--- src/sv/ulpe_pkg.sv ---
// Shared types, constants and parsing functions of the uri-list path extractor.
package ulpe_pkg;

  localparam int MaxResults   = 4;
  localparam int QueueDepthDf = 4;

  localparam logic [7:0] ChLf      = 8'h0A;
  localparam logic [7:0] ChCr      = 8'h0D;
  localparam logic [7:0] ChHash    = 8'h23;
  localparam logic [7:0] ChPercent = 8'h25;
  localparam logic [7:0] ChSlash   = 8'h2F;
  localparam logic [7:0] ChColon   = 8'h3A;
  localparam logic [7:0] ChLowE    = 8'h65;
  localparam logic [7:0] ChLowF    = 8'h66;
  localparam logic [7:0] ChLowI    = 8'h69;
  localparam logic [7:0] ChLowL    = 8'h6C;

  typedef enum logic [3:0] {
    PH_LINE_START = 4'd0,
    PH_SKIP       = 4'd1,
    PH_F          = 4'd2,
    PH_FI         = 4'd3,
    PH_FIL        = 4'd4,
    PH_FILE       = 4'd5,
    PH_COLON      = 4'd6,
    PH_COLON_SL   = 4'd7,
    PH_AUTHORITY  = 4'd8,
    PH_PATH       = 4'd9
  } phase_e;

  typedef struct packed {
    logic [7:0] path_byte;
    logic       byte_valid;
    logic       path_end;
  } res_t;

  // All results caused by one input beat.
  typedef struct packed {
    logic [2:0]            cnt;
    res_t [MaxResults-1:0] res;
  } bundle_t;

  typedef struct packed {
    phase_e     phase;
    logic       held_percent;
    logic [7:0] held_digit;
    logic       held_digit_valid;
    logic       held_cr;
  } pstate_t;

  typedef struct packed {
    pstate_t st;
    bundle_t out;
  } ctx_t;

  // {valid, value} of a hex digit
  function automatic logic [4:0] nibble_of(logic [7:0] c);
    logic [4:0] r;
    r = '0;
    if (c >= 8'h30 && c <= 8'h39) begin
      r = {1'b1, 4'(c - 8'h30)};
    end else if (c >= 8'h61 && c <= 8'h66) begin
      r = {1'b1, 4'(c - 8'h57)};
    end else if (c >= 8'h41 && c <= 8'h46) begin
      r = {1'b1, 4'(c - 8'h37)};
    end
    return r;
  endfunction

  // Appends one result; extra results beyond the bundle size are dropped.
  function automatic ctx_t put_result(ctx_t x, logic [7:0] b, logic v);
    ctx_t y;
    y = x;
    if (y.out.cnt < 3'(MaxResults)) begin
      y.out.res[y.out.cnt[1:0]].path_byte  = b;
      y.out.res[y.out.cnt[1:0]].byte_valid = v;
      y.out.res[y.out.cnt[1:0]].path_end   = 1'b0;
      y.out.cnt = y.out.cnt + 3'd1;
    end
    return y;
  endfunction

  function automatic ctx_t clear_escape(ctx_t x);
    ctx_t y;
    y = x;
    y.st.held_digit_valid = 1'b0;
    y.st.held_percent     = 1'b0;
    y.st.held_digit       = '0;
    return y;
  endfunction

  // Percent decoder for path content.
  function automatic ctx_t decode_byte(ctx_t x, logic [7:0] c);
    ctx_t       y;
    logic [4:0] hi;
    logic [4:0] lo;
    y  = x;
    hi = nibble_of(y.st.held_digit);
    lo = nibble_of(c);
    if (y.st.held_digit_valid) begin
      if (hi[4] && lo[4]) begin
        y = put_result(y, {hi[3:0], lo[3:0]}, 1'b1);
        y = clear_escape(y);
        return y;
      end
      y = put_result(y, ChPercent, 1'b1);
      y = put_result(y, y.st.held_digit, 1'b1);
      y = clear_escape(y);
    end else if (y.st.held_percent) begin
      if (lo[4]) begin
        y.st.held_digit       = c;
        y.st.held_digit_valid = 1'b1;
        return y;
      end
      y = put_result(y, ChPercent, 1'b1);
      y.st.held_percent = 1'b0;
    end
    if (c == ChPercent) begin
      y.st.held_percent = 1'b1;
    end else begin
      y = put_result(y, c, 1'b1);
    end
    return y;
  endfunction

  // One content byte of the current line.
  function automatic ctx_t line_byte(ctx_t x, logic [7:0] c);
    ctx_t y;
    y = x;
    unique case (y.st.phase)
      PH_LINE_START: begin
        if (c == ChSlash) begin
          y.st.phase = PH_PATH;
          y = decode_byte(y, c);
        end else if (c == ChLowF) begin
          y.st.phase = PH_F;
        end else begin
          y.st.phase = PH_SKIP;
        end
      end
      PH_F:    y.st.phase = (c == ChLowI)  ? PH_FI    : PH_SKIP;
      PH_FI:   y.st.phase = (c == ChLowL)  ? PH_FIL   : PH_SKIP;
      PH_FIL:  y.st.phase = (c == ChLowE)  ? PH_FILE  : PH_SKIP;
      PH_FILE: y.st.phase = (c == ChColon) ? PH_COLON : PH_SKIP;
      PH_COLON: begin
        if (c == ChSlash) begin
          y.st.phase = PH_COLON_SL;
        end else begin
          y.st.phase = PH_PATH;
          y = decode_byte(y, c);
        end
      end
      PH_COLON_SL: begin
        if (c == ChSlash) begin
          y.st.phase = PH_AUTHORITY;
        end else begin
          y.st.phase = PH_PATH;
          y = decode_byte(y, ChSlash);
          y = decode_byte(y, c);
        end
      end
      PH_AUTHORITY: begin
        if (c == ChSlash) begin
          y.st.phase = PH_PATH;
          y = decode_byte(y, c);
        end
      end
      PH_PATH: y = decode_byte(y, c);
      default: y.st.phase = PH_SKIP;
    endcase
    return y;
  endfunction

  // Marks the last result as path end, or adds a bare end.
  function automatic ctx_t finish_path(ctx_t x);
    ctx_t y;
    y = x;
    if (y.out.cnt != 3'd0) begin
      y.out.res[2'(y.out.cnt - 3'd1)].path_end = 1'b1;
    end else begin
      y = put_result(y, 8'h00, 1'b0);
      y.out.res[0].path_end = 1'b1;
    end
    return y;
  endfunction

  function automatic ctx_t end_line(ctx_t x);
    ctx_t y;
    y = x;
    unique case (y.st.phase)
      PH_COLON: y = finish_path(y);
      PH_COLON_SL: begin
        y = put_result(y, ChSlash, 1'b1);
        y = finish_path(y);
      end
      PH_PATH: begin
        if (y.st.held_digit_valid) begin
          y = put_result(y, ChPercent, 1'b1);
          y = put_result(y, y.st.held_digit, 1'b1);
        end else if (y.st.held_percent) begin
          y = put_result(y, ChPercent, 1'b1);
        end
        y = finish_path(y);
      end
      default: ;
    endcase
    y.st.phase   = PH_LINE_START;
    y            = clear_escape(y);
    y.st.held_cr = 1'b0;
    return y;
  endfunction

endpackage

--- src/sv/ulpe_front.sv ---
// Front end: line parser and percent decoder, one input beat per cycle while accept_i is high.
module ulpe_front (
  input  logic               clk_i,
  input  logic               rst_ni,
  input  logic               accept_i,
  input  logic [7:0]         data_byte_i,
  input  logic               end_of_data_i,
  output logic               bundle_push_o,
  output ulpe_pkg::bundle_t  bundle_o
);

  ulpe_pkg::pstate_t st_q, st_d;
  ulpe_pkg::ctx_t    ctx;

  always_comb begin
    ctx.st  = st_q;
    ctx.out = '0;
    if (data_byte_i == ulpe_pkg::ChLf) begin
      ctx.st.held_cr = 1'b0;
      ctx = ulpe_pkg::end_line(ctx);
    end else begin
      // a held CR not followed by LF is plain content
      if (ctx.st.held_cr) begin
        ctx.st.held_cr = 1'b0;
        ctx = ulpe_pkg::line_byte(ctx, ulpe_pkg::ChCr);
      end
      if (data_byte_i == ulpe_pkg::ChCr) begin
        if (end_of_data_i) begin
          ctx = ulpe_pkg::end_line(ctx);
        end else begin
          ctx.st.held_cr = 1'b1;
        end
      end else begin
        ctx = ulpe_pkg::line_byte(ctx, data_byte_i);
        if (end_of_data_i) begin
          ctx = ulpe_pkg::end_line(ctx);
        end
      end
    end
    st_d = accept_i ? ctx.st : st_q;
  end

  assign bundle_push_o = accept_i && (ctx.out.cnt != 3'd0);
  assign bundle_o      = ctx.out;

  always_ff @(posedge clk_i or negedge rst_ni) begin
    if (!rst_ni) begin
      st_q <= '{phase: ulpe_pkg::PH_LINE_START, default: '0};
    end else begin
      st_q <= st_d;
    end
  end

endmodule

--- src/sv/ulpe_queue.sv ---
// Small register queue of result bundles between front and back ends.
module ulpe_queue #(
  parameter int Depth = ulpe_pkg::QueueDepthDf
) (
  input  logic              clk_i,
  input  logic              rst_ni,
  input  logic              push_i,
  input  ulpe_pkg::bundle_t data_i,
  output logic              full_o,
  input  logic              deq_i,
  output logic              valid_o,
  output ulpe_pkg::bundle_t head_o
);

  localparam int PtrW = $clog2(Depth);
  localparam int CntW = $clog2(Depth + 1);

  ulpe_pkg::bundle_t mem_q [Depth];
  logic [PtrW-1:0]   wr_q, wr_d, rd_q, rd_d;
  logic [CntW-1:0]   cnt_q, cnt_d;
  logic              do_deq;

  assign full_o  = (cnt_q == CntW'(Depth));
  assign valid_o = (cnt_q != '0);
  assign head_o  = mem_q[rd_q];
  assign do_deq  = deq_i && valid_o;

  always_comb begin
    wr_d  = wr_q;
    rd_d  = rd_q;
    cnt_d = cnt_q;
    if (push_i) begin
      wr_d = (wr_q == PtrW'(Depth - 1)) ? '0 : wr_q + PtrW'(1);
    end
    if (do_deq) begin
      rd_d = (rd_q == PtrW'(Depth - 1)) ? '0 : rd_q + PtrW'(1);
    end
    if (push_i && !do_deq) begin
      cnt_d = cnt_q + CntW'(1);
    end else if (!push_i && do_deq) begin
      cnt_d = cnt_q - CntW'(1);
    end
  end

  always_ff @(posedge clk_i or negedge rst_ni) begin
    if (!rst_ni) begin
      wr_q  <= '0;
      rd_q  <= '0;
      cnt_q <= '0;
    end else begin
      wr_q  <= wr_d;
      rd_q  <= rd_d;
      cnt_q <= cnt_d;
    end
  end

  always_ff @(posedge clk_i) begin
    if (push_i) begin
      mem_q[wr_q] <= data_i;
    end
  end

endmodule

--- src/sv/ulpe_back.sv ---
// Back end: walks the head bundle one result per pop.
module ulpe_back (
  input  logic              clk_i,
  input  logic              rst_ni,
  input  logic              head_valid_i,
  input  ulpe_pkg::bundle_t head_i,
  output logic              deq_o,
  input  logic              pop,
  output logic              empty,
  output logic [7:0]        path_byte_o,
  output logic              byte_valid_o,
  output logic              path_end_o
);

  logic [1:0]      idx_q, idx_d;
  ulpe_pkg::res_t  cur;
  logic            last;
  logic            take;

  assign cur          = head_i.res[idx_q];
  assign last         = ({1'b0, idx_q} + 3'd1) == head_i.cnt;
  assign take         = pop && head_valid_i;
  assign deq_o        = take && last;
  assign empty        = !head_valid_i;
  assign path_byte_o  = cur.path_byte;
  assign byte_valid_o = cur.byte_valid;
  assign path_end_o   = cur.path_end;

  always_comb begin
    idx_d = idx_q;
    if (take) begin
      idx_d = last ? 2'd0 : idx_q + 2'd1;
    end
  end

  always_ff @(posedge clk_i or negedge rst_ni) begin
    if (!rst_ni) begin
      idx_q <= '0;
    end else begin
      idx_q <= idx_d;
    end
  end

endmodule

--- src/sv/uri_list_path_extractor.sv ---
// Top level of the uri-list path extractor: parser, bundle queue, result walker.
//
// Usage:
//   Input side is a queue write port: drive data_byte_i / end_of_data_i with
//   push; a beat is taken at a rising edge with push high and full low.
//   Each byte yields zero to four results (decoded path bytes, or a bare
//   path end with byte_valid_o low); the last result of a path has
//   path_end_o set. Lines end at LF; CR before LF or end of data is dropped.
//   Output side is a queue read port: while empty is low the oldest result
//   sits on path_byte_o / byte_valid_o / path_end_o; pop takes it.
//   A result is registered in the bundle queue and shown once the results
//   ahead of it are popped. Throughput: one input byte per cycle while full
//   is low; results drain one per cycle while pop is high, so bursts are
//   absorbed by the bundle queue (QueueDepth bundles of up to four results each).
//   If the receiver stalls, the queue fills and full rises; the parser
//   state advances only on taken beats, so nothing is lost.
//   Reset clears the parser to line start and empties the queue; an
//   end_of_data beat returns the parser to the same state.
module uri_list_path_extractor #(
  parameter int QueueDepth = ulpe_pkg::QueueDepthDf
) (
  input  logic       clk_i,
  input  logic       rst_ni,
  input  logic       push,
  output logic       full,
  input  logic [7:0] data_byte_i,
  input  logic       end_of_data_i,
  output logic       empty,
  input  logic       pop,
  output logic [7:0] path_byte_o,
  output logic       byte_valid_o,
  output logic       path_end_o
);

  logic              accept;
  logic              bundle_push;
  ulpe_pkg::bundle_t bundle;
  logic              head_valid;
  ulpe_pkg::bundle_t head;
  logic              deq;

  // beats that yield nothing still advance the parser
  assign accept = push && !full;

  ulpe_front u_front (
    .clk_i         (clk_i),
    .rst_ni        (rst_ni),
    .accept_i      (accept),
    .data_byte_i   (data_byte_i),
    .end_of_data_i (end_of_data_i),
    .bundle_push_o (bundle_push),
    .bundle_o      (bundle)
  );

  ulpe_queue #(
    .Depth (QueueDepth)
  ) u_queue (
    .clk_i   (clk_i),
    .rst_ni  (rst_ni),
    .push_i  (bundle_push),
    .data_i  (bundle),
    .full_o  (full),
    .deq_i   (deq),
    .valid_o (head_valid),
    .head_o  (head)
  );

  ulpe_back u_back (
    .clk_i        (clk_i),
    .rst_ni       (rst_ni),
    .head_valid_i (head_valid),
    .head_i       (head),
    .deq_o        (deq),
    .pop          (pop),
    .empty        (empty),
    .path_byte_o  (path_byte_o),
    .byte_valid_o (byte_valid_o),
    .path_end_o   (path_end_o)
  );

endmodule

--- config.mk ---
export PLATFORM = sky130hd
export DESIGN_NAME = uri_list_path_extractor
export DESIGN_NICKNAME = d
export VERILOG_FILES = /design/src/sv/ulpe_pkg.sv /design/src/sv/ulpe_front.sv /design/src/sv/ulpe_queue.sv /design/src/sv/ulpe_back.sv /design/src/sv/uri_list_path_extractor.sv
export SDC_FILE = /design/constraint.sdc
export NUM_CORES = 1
export LEC_CHECK = 0
export BUFFER_PORTS_ARGS = -buffer_cell sky130_fd_sc_hd__buf_2
export CAP_MARGIN = 20
export CORE_ASPECT_RATIO = 1.5
export CORE_MARGIN = 1.5
export CORE_UTILIZATION = 50
export CTS_CLUSTER_SIZE = 8
export DETAILED_ROUTE_END_ITERATION = 12
export PLACE_DENSITY_LB_ADDON = 0.08
export SYNTH_ARGS = -nofsm -noshare
export SYNTH_HDL_FRONTEND = slang
export SYNTH_SLANG_ARGS = --single-unit
--- constraint.sdc ---
create_clock -name clk_i -period 14.1 [get_ports clk_i]
set_input_delay 1.41 -clock clk_i [delete_from_list [all_inputs] [get_ports clk_i]]
set_output_delay 1.41 -clock clk_i [all_outputs]
set_load 0.02 [all_outputs]
==> results.yml <==
logic_synthesis:
  synth_edf_count: 172
  synth.most_common_cell: "nand2_1"
  synth_top_cell_by_area: "edfxtp_1"
  synth_cell_types: 94
  async_flop_share_pct: 12.2
  synthesis.instances: 1644
  yosysTopAreaCellShare_pct: 33.6
  ys_ff_latch: 196
  avgSynthCellArea_um2: 9.35
  synth_nets: 1724
  synthTopCellsByArea: "edfxtp_1, mux4_2, ha_1"
  synth_area_mm2: 0.0154
  synth-seq-area-share_pct: 37.5
  synth_common_cells: "nand2_1, edfxtp_1, a21oi_1, o21ai_0, nor2_1"
  ys.flop_type: "edfxtp_1"
  ys_warn_count: 0
global_routing:
  track_usage_pct: 46.8
  antenna_found_initial: 2
  grt_max_degree: 47
  first_global_vias: 15000
  grt-ovfl-total: 0
  grt_pass1_wl_mm: 107
drt:
  postRouteWirelength_mm: 73.9
  met1_length_mm: 24.0
  route.detailed.drc: 0
  postRouteAntennaNets: 0
  wl_per_cell_um: 36.6
  dr_total_vias: 15400
  highest_layer: "met5"
  wl_met2_mm: 33.6
  dr.pass1.iters: 9
  wl_met3_mm: 7.89
  drtIter0Drc: 2416
  drt-vias-per-instance: 7.65
clock_network:
  cts.clk_slew.worst_paths_ps: 80
  cts_setup_buffers: 0
  clk_path_buf_depth: 2
  ctsHoldBuffers: 0
  cts_tree: "done"
  htree_levels: 4
  cts_root_buf: "clkbuf_16"
  clkLatencyLatePin_ps: 450
  cts_resized: 0
  numCtsBuffers: 17
  cts.sinks: 196
outcome:
  outcome: "completed"
worst_setup_path:
  max_stage_delay_ps: 760
  r2r.worst_path.cells: 42
  required_ps: 14480
  worstPathMaxFanout: 30
  r2r-end: "u_queue.cnt_q[2]$_DFFE_PN0P_"
  critical_path.startpoint_type: "flip-flop"
  critPathSlowestCell: "clkinv_1"
  worst_setup_path_end_kind: "flip-flop"
  critical_path_class: "reg2reg"
  worstReg2RegStart: "u_front.st_q[11]$_DFFE_PN0P_"
  r2r_slack_ps: 2450
  crit_path_frequent_cell: "ha_1"
  cp.arrival_ps: 12030
placed_design:
  place_inst: 1984
  place_hpwl_mm: 53.0
  place.gp.congestion: 1.07
  port-buffer-count: 24
floorplan:
  die_w_um: 146
  core_mm2: 0.0303
  row_count: 78
  io_pins: 25
  die_h_um: 218
  dieArea_mm2: 0.0318
  start_util_pct: 50.8
finish:
  design.final.nets: 1686
  area_growth_pct: 7.30
  num_antenna_cells: 0
  drive_gt1_share_pct: 12.9
  layoutNonFillerInstCount: 2019
hold_path:
  worstHoldPathType: "reg2reg"
  hold-path-endpoint: "u_queue.cnt_q[2]$_DFFE_PN0P_"
  hold_path_depth: 1
  hold_start: "u_queue.cnt_q[2]$_DFFE_PN0P_"
flow_run:
  cap_violations: 0
sta:
  totalNegativeSetupSlack_ps: 0
  slew_violations: 0
  setup_viol: 0
  clock_skew_ps: 12.1
  finalCriticalPeriod_ps: 11650
  slew_headroom_pct: 21.3
  clock.fmax_mhz: 85.8
  finalHoldViolCount: 0
  worst_slew_pin_slew_ps: 1180
  fin_crit_sh_pct: 82.7
  rsz0062_at_grt: "false"
power:
  ir_drop_uv: 120
  p_per_area_mw_per_mm2: 96.5
  p_leak_nw: 5.70
==> worst max-delay path: cells and delay by family (launching register included) <==
kind	cells	cell delay, ps
muxes	2	200
adders and majority gates	8	2690
xor gates and xnor gates	2	320
AOI/OAI and AO/OA	13	3240
and+or+nand+nor	11	2740
DFF	1	650
buffers and inverters	6	1690
==> worst max-delay path by stage <==
stage | cells after the start | startpoint | end | slack (ps)
2_1_floorplan | 40 | u_front.st_q[14]$_DFFE_PN0P_ | u_queue.mem_q[3][0]$_DFFE_PP_ | 4010
3_3_place_gp | 37 | u_front.st_q[11]$_DFFE_PN0P_ | u_queue.mem_q[2][36]$_DFFE_PP_ | 3260
3_5_place_dp | 37 | u_front.st_q[11]$_DFFE_PN0P_ | u_queue.mem_q[2][6]$_DFFE_PP_ | 2820
4_1_cts | 37 | u_front.st_q[11]$_DFFE_PN0P_ | u_queue.mem_q[2][4]$_DFFE_PP_ | 2710
5_1_grt | 42 | u_front.st_q[11]$_DFFE_PN0P_ | u_queue.cnt_q[2]$_DFFE_PN0P_ | 1850
6_report | 42 | u_front.st_q[11]$_DFFE_PN0P_ | u_queue.cnt_q[2]$_DFFE_PN0P_ | 2450
==> cell usage in the layout, fill, tap and decap left out, drive strengths merged, types with 7 or more instances in the layout <==
cell type and n:
inv 44, o31ai 17, mux2 7, mux2i 9, nand2 174, a31oi 37, o21a 10, nor3 40
clkbuf 18, and2 26, a311o 7, a21o 8, buf 75, a22o 13, edfxtp 172, o22ai 26
dfrtp 24, a2111oi 8, nor2 111, ha 66, a32oi 17, nor4 9, a221o 8, nand4 11
clkinv 10, nand3 55, a221oi 16, o221ai 10, and3 20, a21oi 154, a22oi 26, nor2b 17
o21ai 154, xnor2 8, mux4 53, o211ai 21, a211oi 33, nand2b 9
==> sequential cells by signal, summed over array words and instances (netlist names) <==
signal / cells
u_queue.cnt_q: 3
u_back.idx_q: 2
u_front.st_q: 15
u_queue.wr_q: 2
u_queue.mem_q: 172
u_queue.rd_q: 2
==> stage by stage <==
stage / area, µm² / hold slack (ps) / utilization (%) / total power [mW] / setup slack (ps)
floorplan: 15400 / 456 / - / 0.972 / 4010
CTS: 16500 / 506 / 54.4 / 1.58 / 2710
detailed placement: 15800 / 495 / 52.4 / 1.09 / 2820
finish: 16500 / 504 / 54.5 / 1.59 / 2450
global route: 16500 / 521 / 54.5 / 1.64 / 1850
global placement: 15800 / 473 / 52.3 / 1.08 / 3260
==> area by class of cell <==
class | count | area (µm²)
Fill cell | 2784 | 13800
Multi-Input combinational cell | 1275 | 8940
Sequential cell | 196 | 5770
Timing Repair Buffer | 76 | 518
Tap cell | 400 | 500
Clock buffer | 17 | 425
Clock inverter | 15 | 188
Inverter | 40 | 150
==> per-layer routing <==
metal | track usage, % | vias to the layer above
met1 | 51.7 | 7383
li1 | - | 6339
met5 | 0 | -
met4 | 43.1 | 2
met2 | 73.9 | 1321
met3 | 12.2 | 391
==> cells by family after synthesis <==
kind of cell	share of synthesized area, %
compound gates	26.8
simple gates	16.1
flops	37.5
buf+inv	4.50
mux	8.91
fa+ha+maj	5.50
xor+xnor	0.684
==> where the power goes <==
| part | switching, mW | total, mW | internal (mW) |
|---|---|---|---|
| clock network | 0.243 | 0.498 | 0.256 |
| logic | 0.236 | 0.415 | 0.180 |
| registers | 0.0397 | 0.678 | 0.639 |
| total | 0.518 | 1.59 | 1.07 |
Note: power is estimated with default switching activity, not from simulation.
